<file path="src/rtl/qel_pkg.sv">
`timescale 1ns / 1ps
// ----------------------------------------------------------------------------
// Quadrature edge logger package
// Request kinds and motion codes shared by the logger RTL.
// ----------------------------------------------------------------------------
package qel_pkg;

   typedef enum logic [1:0] {
      REQ_SYNC   = 2'd0,
      REQ_EDGE_A = 2'd1,
      REQ_EDGE_B = 2'd2,
      REQ_READ   = 2'd3
   } req_kind_type;

   typedef enum logic [1:0] {
      MOT_STATIONARY = 2'd0,
      MOT_FORWARD    = 2'd1,
      MOT_BACKWARD   = 2'd2
   } motion_type;

   localparam int unsigned TIME_W = 32;
   localparam int unsigned COUNT_W = 32;

endpackage

</file>
<file path="src/rtl/quadrature_edge_logger.sv">
`timescale 1ns / 1ps
// ----------------------------------------------------------------------------
// Quadrature edge logger
// Decodes quadrature encoder events into direction and an odometer count,
// and logs edge-to-edge intervals in a FIFO that is drained by read requests.
// ----------------------------------------------------------------------------
// A response is valid the cycle after acceptance. Throughput: one transaction
// per cycle without a rsp_tready stall; the single response register sets
// this, and the interval FIFO takes one write or one registered read per item.
// Reset: synchronous, active high; clears pin levels, direction, odometer,
// previous timestamp and FIFO pointers. FIFO contents are not cleared.
// ----------------------------------------------------------------------------
module quadrature_edge_logger
   import qel_pkg::*;
#(
   parameter int unsigned LOG_DEPTH = 16
) (
   input  logic        clock,
   input  logic        reset,
   input  logic        req_tvalid,
   output logic        req_tready,
   input  logic [39:0] req_tdata,   // level_a, level_b, time_us[31:0], zero pad
   input  logic [1:0]  req_tuser,   // req_type
   output logic        rsp_tvalid,
   input  logic        rsp_tready,
   output logic [71:0] rsp_tdata    // motion[1:0], forward_count[31:0],
                                    // log_valid, log_word[31:0], log_dropped,
                                    // zero pad
);

   localparam int unsigned IDX_W = (LOG_DEPTH > 1) ? $clog2(LOG_DEPTH) : 1;
   localparam int unsigned CNT_W = $clog2(LOG_DEPTH + 1);
   localparam logic [IDX_W:0]   DEPTH_SUM = (IDX_W + 1)'(LOG_DEPTH);
   localparam logic [CNT_W-1:0] DEPTH_CNT = CNT_W'(LOG_DEPTH);
   localparam logic [IDX_W-1:0] LAST_IDX  = IDX_W'(LOG_DEPTH - 1);

   // Request fields
   req_kind_type      req_kind;
   logic              level_a;
   logic              level_b;
   logic [TIME_W-1:0] time_us;

   // State
   logic               held_a_ff, held_a_in;
   logic               held_b_ff, held_b_in;
   motion_type         motion_ff, motion_in;
   logic [TIME_W-1:0]  prev_time_ff, prev_time_in;
   logic [COUNT_W-1:0] odo_ff, odo_in;
   logic [IDX_W-1:0]   head_ff, head_in;
   logic [CNT_W-1:0]   fill_ff, fill_in;

   // Response register
   logic               rsp_valid_ff, rsp_valid_in;
   logic               log_valid_ff, log_valid_in;
   logic               dropped_ff, dropped_in;
   logic [TIME_W-1:0]  rd_word_ff;

   // Interval store
   logic [TIME_W-1:0]  store_mem [LOG_DEPTH];
   logic               wr_en;
   logic [IDX_W-1:0]   wr_addr;
   logic [TIME_W-1:0]  wr_data;
   logic               rd_en;

   logic               accept;
   logic               is_edge;
   logic               forward;
   logic               full;
   logic [IDX_W:0]     slot_sum;
   logic [IDX_W-1:0]   slot;
   logic [TIME_W-1:0]  interval;

   assign req_kind = req_kind_type'(req_tuser);
   assign level_a  = req_tdata[0];
   assign level_b  = req_tdata[1];
   assign time_us  = req_tdata[33:2];

   // The response register frees up whenever its transaction is taken.
   assign req_tready = !rsp_valid_ff || rsp_tready;
   assign accept     = req_tvalid && req_tready;

   assign is_edge  = (req_kind == REQ_EDGE_A) || (req_kind == REQ_EDGE_B);
   assign full     = (fill_ff == DEPTH_CNT);
   assign interval = time_us - prev_time_ff;
   assign slot_sum = {1'b0, head_ff} + {1'b0, fill_ff[IDX_W-1:0]};
   assign slot     = (slot_sum >= DEPTH_SUM) ? IDX_W'(slot_sum - DEPTH_SUM)
                                             : slot_sum[IDX_W-1:0];

   always_comb begin
      held_a_in    = held_a_ff;
      held_b_in    = held_b_ff;
      motion_in    = motion_ff;
      prev_time_in = prev_time_ff;
      odo_in       = odo_ff;
      head_in      = head_ff;
      fill_in      = fill_ff;
      rsp_valid_in = rsp_valid_ff && !rsp_tready;
      log_valid_in = log_valid_ff;
      dropped_in   = dropped_ff;
      forward      = 1'b0;
      wr_en        = 1'b0;
      wr_addr      = slot;
      wr_data      = interval;
      rd_en        = 1'b0;
      if (accept) begin
         rsp_valid_in = 1'b1;
         log_valid_in = 1'b0;
         dropped_in   = 1'b0;
         case (req_kind)
            REQ_SYNC: begin
               held_a_in = level_a;
               held_b_in = level_b;
            end
            REQ_EDGE_A: begin
               held_a_in = level_a;
               forward   = (level_a == held_b_ff);
            end
            REQ_EDGE_B: begin
               held_b_in = level_b;
               forward   = (held_a_ff != level_b);
            end
            REQ_READ: begin
               if (fill_ff != '0) begin
                  rd_en        = 1'b1;
                  log_valid_in = 1'b1;
                  head_in      = (head_ff == LAST_IDX) ? '0 : head_ff + 1'b1;
                  fill_in      = fill_ff - 1'b1;
               end
            end
            default: begin
               held_a_in = held_a_ff;
            end
         endcase
         if (is_edge) begin
            motion_in    = forward ? MOT_FORWARD : MOT_BACKWARD;
            odo_in       = forward ? odo_ff + 1'b1 : odo_ff;
            prev_time_in = time_us;
            wr_en        = 1'b1;
            // A full log marks the oldest entry as lost and keeps its fill.
            if (full) begin
               wr_addr    = head_ff;
               wr_data    = '0;
               dropped_in = 1'b1;
            end else begin
               fill_in = fill_ff + 1'b1;
            end
         end
      end
   end

   always_ff @(posedge clock) begin
      if (reset) begin
         held_a_ff    <= 1'b0;
         held_b_ff    <= 1'b0;
         motion_ff    <= MOT_STATIONARY;
         prev_time_ff <= '0;
         odo_ff       <= '0;
         head_ff      <= '0;
         fill_ff      <= '0;
         rsp_valid_ff <= 1'b0;
      end else begin
         held_a_ff    <= held_a_in;
         held_b_ff    <= held_b_in;
         motion_ff    <= motion_in;
         prev_time_ff <= prev_time_in;
         odo_ff       <= odo_in;
         head_ff      <= head_in;
         fill_ff      <= fill_in;
         rsp_valid_ff <= rsp_valid_in;
      end
   end

   always_ff @(posedge clock) begin
      log_valid_ff <= log_valid_in;
      dropped_ff   <= dropped_in;
   end

   always_ff @(posedge clock) begin
      if (wr_en) begin
         store_mem[wr_addr] <= wr_data;
      end
   end

   always_ff @(posedge clock) begin
      if (rd_en) begin
         rd_word_ff <= store_mem[head_ff];
      end
   end

   // Direction and odometer registers already hold the values after the
   // transaction in the response register, since state only moves on accept.
   assign rsp_tvalid = rsp_valid_ff;
   assign rsp_tdata  = {4'b0000,
                        dropped_ff,
                        log_valid_ff ? rd_word_ff : {TIME_W{1'b0}},
                        log_valid_ff,
                        odo_ff,
                        motion_ff};

endmodule
</file>
<file path="config.mk">
export PLATFORM = sky130hd
export DESIGN_NAME = quadrature_edge_logger
export DESIGN_NICKNAME = d
export VERILOG_FILES = /design/src/rtl/qel_pkg.sv /design/src/rtl/quadrature_edge_logger.sv
export SDC_FILE = /design/constraint.sdc
export NUM_CORES = 1
export LEC_CHECK = 0
export BUFFER_PORTS_ARGS = -buffer_cell sky130_fd_sc_hd__buf_2
export CAP_MARGIN = 20
export CORE_ASPECT_RATIO = 0.9
export CORE_MARGIN = 2
export CORE_UTILIZATION = 35
export CTS_CLUSTER_DIAMETER = 100
export CTS_CLUSTER_SIZE = 30
export DETAILED_ROUTE_END_ITERATION = 10
export PLACE_DENSITY = 0.56
export REMOVE_ABC_BUFFERS = 1
export SKIP_LAST_GASP = 1
export SLEW_MARGIN = 20
export SYNTH_ARGS = -nofsm -noshare
export SYNTH_HDL_FRONTEND = slang
export SYNTH_SLANG_ARGS = --single-unit
</file>
<file path="constraint.sdc">
create_clock -name clock -period 4.4 [get_ports clock]
set_input_delay 0.44 -clock clock [delete_from_list [all_inputs] [get_ports clock]]
set_output_delay 0.44 -clock clock [all_outputs]
set_load 0.05 [all_outputs]
</file>
## Yosys cells after proc, flatten, opt, wreduce, memory -nomap -nowiden

Memories as Yosys holds them, arrays and structs flattened. A register that Yosys moved wholly into a read port is not among the register bits.
Index checks and enable logic that the tools add are counted.

| word-level totals | value |
|---|---|
| bits in registers | 80 |
| latch bits | 0 |
| memory bits (writable) | 512 |
| bits in read-only memories | 0 |
| output and inout port bits | 74 |
| memories kept | 1 |

Memory list:

| memory | words | width | read ports | clocked after memory_dff | write ports | RTL line | source |
|---|---|---|---|---|---|---|---|
| store_mem | 16 | 32 | 1 | 1 | 1 | quadrature_edge_logger.sv:59 | `logic [TIME_W-1:0] store_mem [LOG_DEPTH];` |

| operators by class | value |
|---|---|
| add/subtract/negate cells | 7 |
| multipliers | 0 |
| div/mod/pow operators | 0 |
| order comparisons | 1 |
| eq/ne operators | 7 |
| shift-type cells | 0 |
| multiplexer cells | 25 |
| bitwise operators | 0 |
| reduce and logical (&&, ||, !) cells | 15 |

Operator list:

| kind | count |
|---|---|
| 32-bit 2-to-1 mux | 4 |
| 32-bit by 1-bit adder with 32-bit output (second input constant) | 1 |
| 32-bit subtractor | 1 |
| 4-bit 2-to-1 mux | 5 |
| 5-bit 2-to-1 mux | 4 |
| 1-bit 2-to-1 mux | 10 |
| 2-bit AND reduction | 3 |
| 3-bit AND reduction | 2 |
| 4-bit by 4-bit adder with 5-bit output | 1 |
| 5-bit by 1-bit adder with 5-bit output (second input constant) | 1 |
| 5-bit == test (second input constant) | 1 |
| 5-bit >= comparator (second input constant) | 1 |
| 5-bit nonzero test | 1 |
| 5-bit by 1-bit subtractor with 5-bit output (second input constant) | 1 |
| 4-bit by 1-bit adder with 4-bit output (second input constant) | 1 |
| 2-bit == test (second input constant) | 2 |
| 4-bit == test (second input constant) | 1 |
| 2-bit OR reduction | 2 |
| 4-bit by 1-bit subtractor with 4-bit output (second input constant) | 1 |
| 2-bit by 1-bit == test with 1-bit output (second input constant) | 1 |
| 1-bit logical AND | 2 |
| 1-bit logical NOT | 2 |
| 2-bit logical NOT | 1 |
| 1-bit logical OR | 2 |
| other kinds (4) | 4 |

## Depth between registers and ports, before layout

| depth | value |
|---|---|
| word-level depth | 6 |
| depth in mapped cells | 11 |
| mapped depth without buffers | 11 |

## Least setup slack after synthesis

Ideal clock, no wire load.

| path | value |
|---|---|
| kind | register to register |
| from | register rsp_valid_ff (netlist: rsp_tvalid) |
| to | memory store_mem[13][0] (enable) |
| data arrival time | 4.213 ns |
| required time | 3.939 ns |
| path slack | -0.274 ns |
| cell stages (with the launch flop) | 7 |
| buffers on the path | 0 |
| clock period less this slack | 4.674 ns |
| path through | dfxtp_1 -> nand2b_1 -> nand3_1 -> nor2_1 -> nand2_1 -> o21a_1 -> nor3_1 |

| on the way | value |
|---|---|
| cells in the longest elaborated chain, start to end | 6 |
| elaborated cells between the ends (all ways) | 7 |
| classes of those cells | mux (4); reduce/logical (3) |

Ends and longest elaborated chain:

| element | RTL line | source |
|---|---|---|
| start: declaration | quadrature_edge_logger.sv:53 | `logic rsp_valid_ff, rsp_valid_in;` |
| start signal: assignment | quadrature_edge_logger.sv:169 | `rsp_valid_ff <= rsp_valid_in;` |
| 1-bit logical NOT (*) | quadrature_edge_logger.sv:79 | `assign req_tready = !rsp_valid_ff \|\| rsp_tready;` |
| 1-bit logical OR (*) | quadrature_edge_logger.sv:79 |  |
| net req_tready | quadrature_edge_logger.sv:21 | `output logic req_tready,` |
| 1-bit logical AND (*) | quadrature_edge_logger.sv:80 | `assign accept = req_tvalid && req_tready;` |
| 1-bit 2-to-1 mux | quadrature_edge_logger.sv:105 | `if (accept) begin` |
| 1-bit 2-to-1 mux | quadrature_edge_logger.sv:179 | `if (wr_en) begin` |
| 1-bit 2-to-1 mux (not written as such) | quadrature_edge_logger.sv:180 | `store_mem[wr_addr] <= wr_data;` |
| end: declaration | quadrature_edge_logger.sv:59 |  |

Mark *: on every way through the listed nets, which the timed path passes. The rest lies on a longest branch.

## Worst setup path after layout

| path | value |
|---|---|
| from | register fill_ff[1] |
| to | memory store_mem[8][30] (enable) |

| on the way | value |
|---|---|
| cells in the longest elaborated chain, start to end | 6 |
| elaborated cells between the ends (all ways) | 8 |
| classes of those cells | add/sub (2); order compare (1); eq/ne (1); mux (4) |

Ends and longest elaborated chain:

| element | RTL line | source |
|---|---|---|
| start: declaration | quadrature_edge_logger.sv:50 | `logic [CNT_W-1:0] fill_ff, fill_in;` |
| start signal: assignment | quadrature_edge_logger.sv:168 | `fill_ff <= fill_in;` |
| 4-bit by 4-bit adder with 5-bit output | quadrature_edge_logger.sv:85 | `assign slot_sum = {1'b0, head_ff} + {1'b0, fill_ff[IDX_W-1:0]};` |
| 4-bit by 1-bit subtractor with 4-bit output / 5-bit >= comparator (equally long branches) | quadrature_edge_logger.sv:86 | `assign slot = (slot_sum >= DEPTH_SUM) ? IDX_W'(slot_sum - DEPTH_SUM)` |
| 4-bit 2-to-1 mux | quadrature_edge_logger.sv:86 |  |
| 4-bit 2-to-1 mux | quadrature_edge_logger.sv:140 | `if (full) begin` |
| 4-bit 2-to-1 mux | quadrature_edge_logger.sv:134 | `if (is_edge) begin` |
| 4-bit 2-to-1 mux (*) | quadrature_edge_logger.sv:105 |  |

Mark *: on every way between the ends. The rest lies on a longest branch, timed or not.

==> reports/results.md <==
| Quantity | This run |
|---|---|
| Number of antenna violations at the first check in global routing | 5 |
| Power density over the cells | 378.7 nW/µm² |
| Critical path start-end classification | reg2reg |
| Proportion of register bits with asynchronous set or reset after synthesis | 0 |
| Critical path startpoint category | flop |
| Placed wire-length estimate | 37.88 mm |
| Total of flip-flops plus latches after synthesis | 624 |
| Final weighted congestion in routability-driven placement | 0.8138 |
| Count of nets left with antenna violations after detail routing | 0 |
| Clk Tree Root Cell | clkbuf_16 |
| Cell area after technology mapping | 26060 µm² |
| Source of the critical timing path | fill_ff[1]$_SDFFE_PP0P_ |
| Placeable core area | 73390 µm² |
| Via count | 14120 |
| Insertion delay to the later sink of the worst-skew pair | 0.61 ns |
| Global-route wire length before repair | 93.39 mm |
| Fillcell total | 6782 |
| Measured slew at the worst slew-check pin | 1.089 ns |
| Critical path endpoint | store_mem[8][30]$_DFFE_PP_ |
| Total of endpoints with negative setup slack in the final report | 0 |
| Overall die height | 262.9 µm |
| Grt total ovfl | 0 |
| CTS tree | done |
| Static leakage | 9.235 nW |
| CP Capture Type | flop |
| Synthesis Warnings | 0 |
| Seq/Total Area, Yosys | 0.6891 |
| Number of gates resized after CTS | 0 |
| Placed instance area | 28010 µm² |
| Number of hold buffers added after CTS | 0 |
| Switching power of the nets | 2.610 mW |
| Max-slew headroom at the worst pin | 0.2714 |
| Final cycle utilization of the critical path | 0.8177 |
| Antenna diode count | 0 |
| Origin of the critical flop-to-flop path | fill_ff[1]$_SDFFE_PP0P_ |
| Number of cells on the worst reg-to-reg path | 8 |
| Post-CTS Setup Repair Bufs | 0 |
| Number of port buffers | 109 |
| Worst-path maximum fanout | 24 |
| Worst-case clock buffer depth | 3 |
| Share of the synthesized area in the top cell type | 0.6292 |
| Width of the die | 291.6 µm |
| Dominant synthesized flop cell | edfxtp_1 |
| Proportion of layout cells with a drive suffix above 1 | 0.2277 |
| Class of the worst hold path | in2reg |
| Total number of clock tree sinks | 624 |
| Int Power | 8.314 mW |
| Pins Over Slew Limit | 0 |
| Reg power frac | 0.622 |
| Top area cells in the synthesized netlist | edfxtp_1 (63%), mux4_2 (14%), dfxtp_1 (6.0%) |
| Launch instance of the worst min-delay path | req_tdata[24] |
| Worst setup skew after layout | 0.02531 ns |
| Fin area | 28850 µm² |
| CP Cell Sequence | inv_1 -> ha_1 -> and3_1 -> nand2_1 -> nand2_1 -> xnor2_1 -> and3_2 -> buf_12 |
| Gate Count Post-Synth | 1562 |
| Proportion of power drawn by combinational gates | 0.098 |
| Number of distinct standard cells referenced by the synthesized netlist | 69 |
| Effective utilization at floorplan | 0.3551 |
| Most prevalent standard cell on the critical path | nand2_1 |
| Number of global-route vias before repair | 14240 |
| CTS clk-pin slew, worst paths | 0.11 ns |
| Switching power as a share of total power | 0.2389 |
| Achievable Freq | 277.9 MHz |
| Total count of hold-check failures in the final report | 0 |
| Max IR drop VDD | 0.2784 mV |
| Wire length per cell | 23.68 µm |
| Mean area per synthesized cell | 16.68 µm² |
| Most frequently used cell type in the post-synthesis netlist | edfxtp_1 |
| Unrepaired setup endpoints after global routing | false |
| Maximum number of pins on one net before global-route repair | 74 |
| Global-route total usage across every layer | 0.1627 |
| Worst flop-to-flop path endpoint | store_mem[8][30]$_DFFE_PP_ |
| Maximum level of the CTS H-tree | 1 |
| Crit path largest cell delay | 0.69 ns |
| Number of standard-cell rows in the floorplan | 94 |
| CP max-delay cell | xnor2_1 |
| Synthesis-to-finish area growth | 10.70% |
| Overall die area | 76660 µm² |
| Clk pwr share | 0.280 |
| Top cell type by total area after synthesis | edfxtp_1 |
| Crit path time final | 3.598 ns |
| I/O pin count | 120 |
| Number of remaining DRC errors | 0 |
| Register-to-Register Setup Slack | 0.80 ns |
| Arrival time reported for the critical path endpoint | 3.90 ns |
| Critical path required time | 4.70 ns |
| Total Routed Length | 62.88 mm |
| DRT iter0 DRCs | 1135 |
| Number of enable-type register cells in the synthesized netlist | 546 |
| Count of TritonRoute iterations in the first routing pass | 6 |
| Net count of the finished layout | 1766 |
| Run status | completed |
| Detailed-route vias per instance | 5.317 |
| Finished Core Util | 0.3931 |
| Number of max-cap violations | 0 |
| Synth cell count leaders | edfxtp_1 (546), mux4_2 (160), nand2_1 (115), a21oi_1 (88), nor2_1 (84) |
| Clock buffer count from CTS | 26 |
critical path, delay by kind of cell, from the launching register on:
family                     cells  cell delay (ns)
xor gates and xnor gates       1             0.69
and+or+nand+nor                4             1.37
DFF                            1             0.53
buffers and inverters          2             0.41
adders and majority gates      1             0.27
registers in the layout, indices dropped and copies added, names as in the netlist, 2 cells and up:
register and count:
motion_ff 2, fill_ff 5, odo_ff 32, prev_time_ff 32, store_mem 512, rd_word_ff 32, head_ff 4
cell usage in the layout (no fill, tap or decap), types with 37 or more instances in the layout:
| cell type | netlist | layout |
|---|---|---|
| edfxtp_1 | 546 | 546 |
| mux4_2 | 160 | 160 |
| nand2_1 | 115 | 115 |
| buf_2 | 6 | 109 |
| a21oi_1 | 88 | 88 |
| nor2_1 | 84 | 82 |
| dfxtp_1 | 78 | 74 |
| inv_1 | 48 | 48 |
| buf_4 | 6 | 46 |
| ha_1 | 43 | 43 |
| and2_1 | 37 | 37 |
metrics by stage:
step | power (mW) | hold WS [ns] | setup slack [ns] | setup TNS (ns) | cells
floorplan | 7.621 | 0.4303 | -5.091 | -2483.03 | 1488
global placement | 7.965 | 0.4418 | 0.7824 | 0 | 2607
detailed placement | 8.006 | 0.4485 | 0.7054 | 0 | 2607
CTS | 11.02 | 0.05789 | 0.8152 | 0 | 2655
global route | 11.30 | 0.05683 | 0.6670 | 0 | 2655
finish | 10.92 | 0.09152 | 0.8021 | 0 | 2655
layer usage:
| metal | track usage | wire [µm] | up-vias | part of all wire |
|---|---|---|---|---|
| met3 | 0.02605 | 3418 | 69 | 0.054 |
| met1 | 0.2290 | 27950 | 7377 | 0.44 |
| met5 | 0 | 50 | - | 0.00080 |
| li1 | - | - | 6276 | - |
| met4 | 0.02563 | 1064 | 8 | 0.017 |
| met2 | 0.2709 | 30400 | 386 | 0.48 |
cell type report:
cell class	instances	area [µm²]	share of cell area
Inverter	51	205.2	0.007113
Clock buffer	42	753.2	0.02611
Sequential cell	624	17970	0.6228
Clock inverter	6	81.33	0.002819
Tap cell	960	1201	0.04164
Timing Repair Buffer	159	970.9	0.03366
Multi-Input combinational cell	813	7669	0.2658
cell families after synthesis:
kind of cell / count (synthesis) / share of synthesized area
DFF: 624 / 0.6891
other: 1 / 0.0001439
buffers and inverters: 128 / 0.02031
muxes: 165 / 0.1402
xor gates and xnor gates: 56 / 0.01882
AOI/OAI and AO/OA: 191 / 0.04307
adders and majority gates: 45 / 0.02218
and+or+nand+nor: 352 / 0.06616
power groups by stage:
stage / combinational (mW) / sequential [mW] / clock, mW
after floorplan: 0.668 / 6.95 / 0
final: 1.07 / 6.79 / 3.06
after global placement: 1.04 / 6.92 / 0
after global routing: 1.18 / 6.80 / 3.32
after detailed placement: 1.08 / 6.93 / 0
after CTS: 1.08 / 6.79 / 3.15
worst min path at each step:
stage | depth (start not counted) | end
3_5_place_dp | 2 | prev_time_ff[1]$_SDFFE_PP0P_
4_1_cts | 3 | prev_time_ff[22]$_SDFFE_PP0P_
5_1_grt | 3 | prev_time_ff[22]$_SDFFE_PP0P_
3_3_place_gp | 2 | prev_time_ff[23]$_SDFFE_PP0P_
6_report | 3 | prev_time_ff[22]$_SDFFE_PP0P_
2_1_floorplan | 2 | prev_time_ff[10]$_SDFFE_PP0P_
Power figures use the tool's default switching activity.
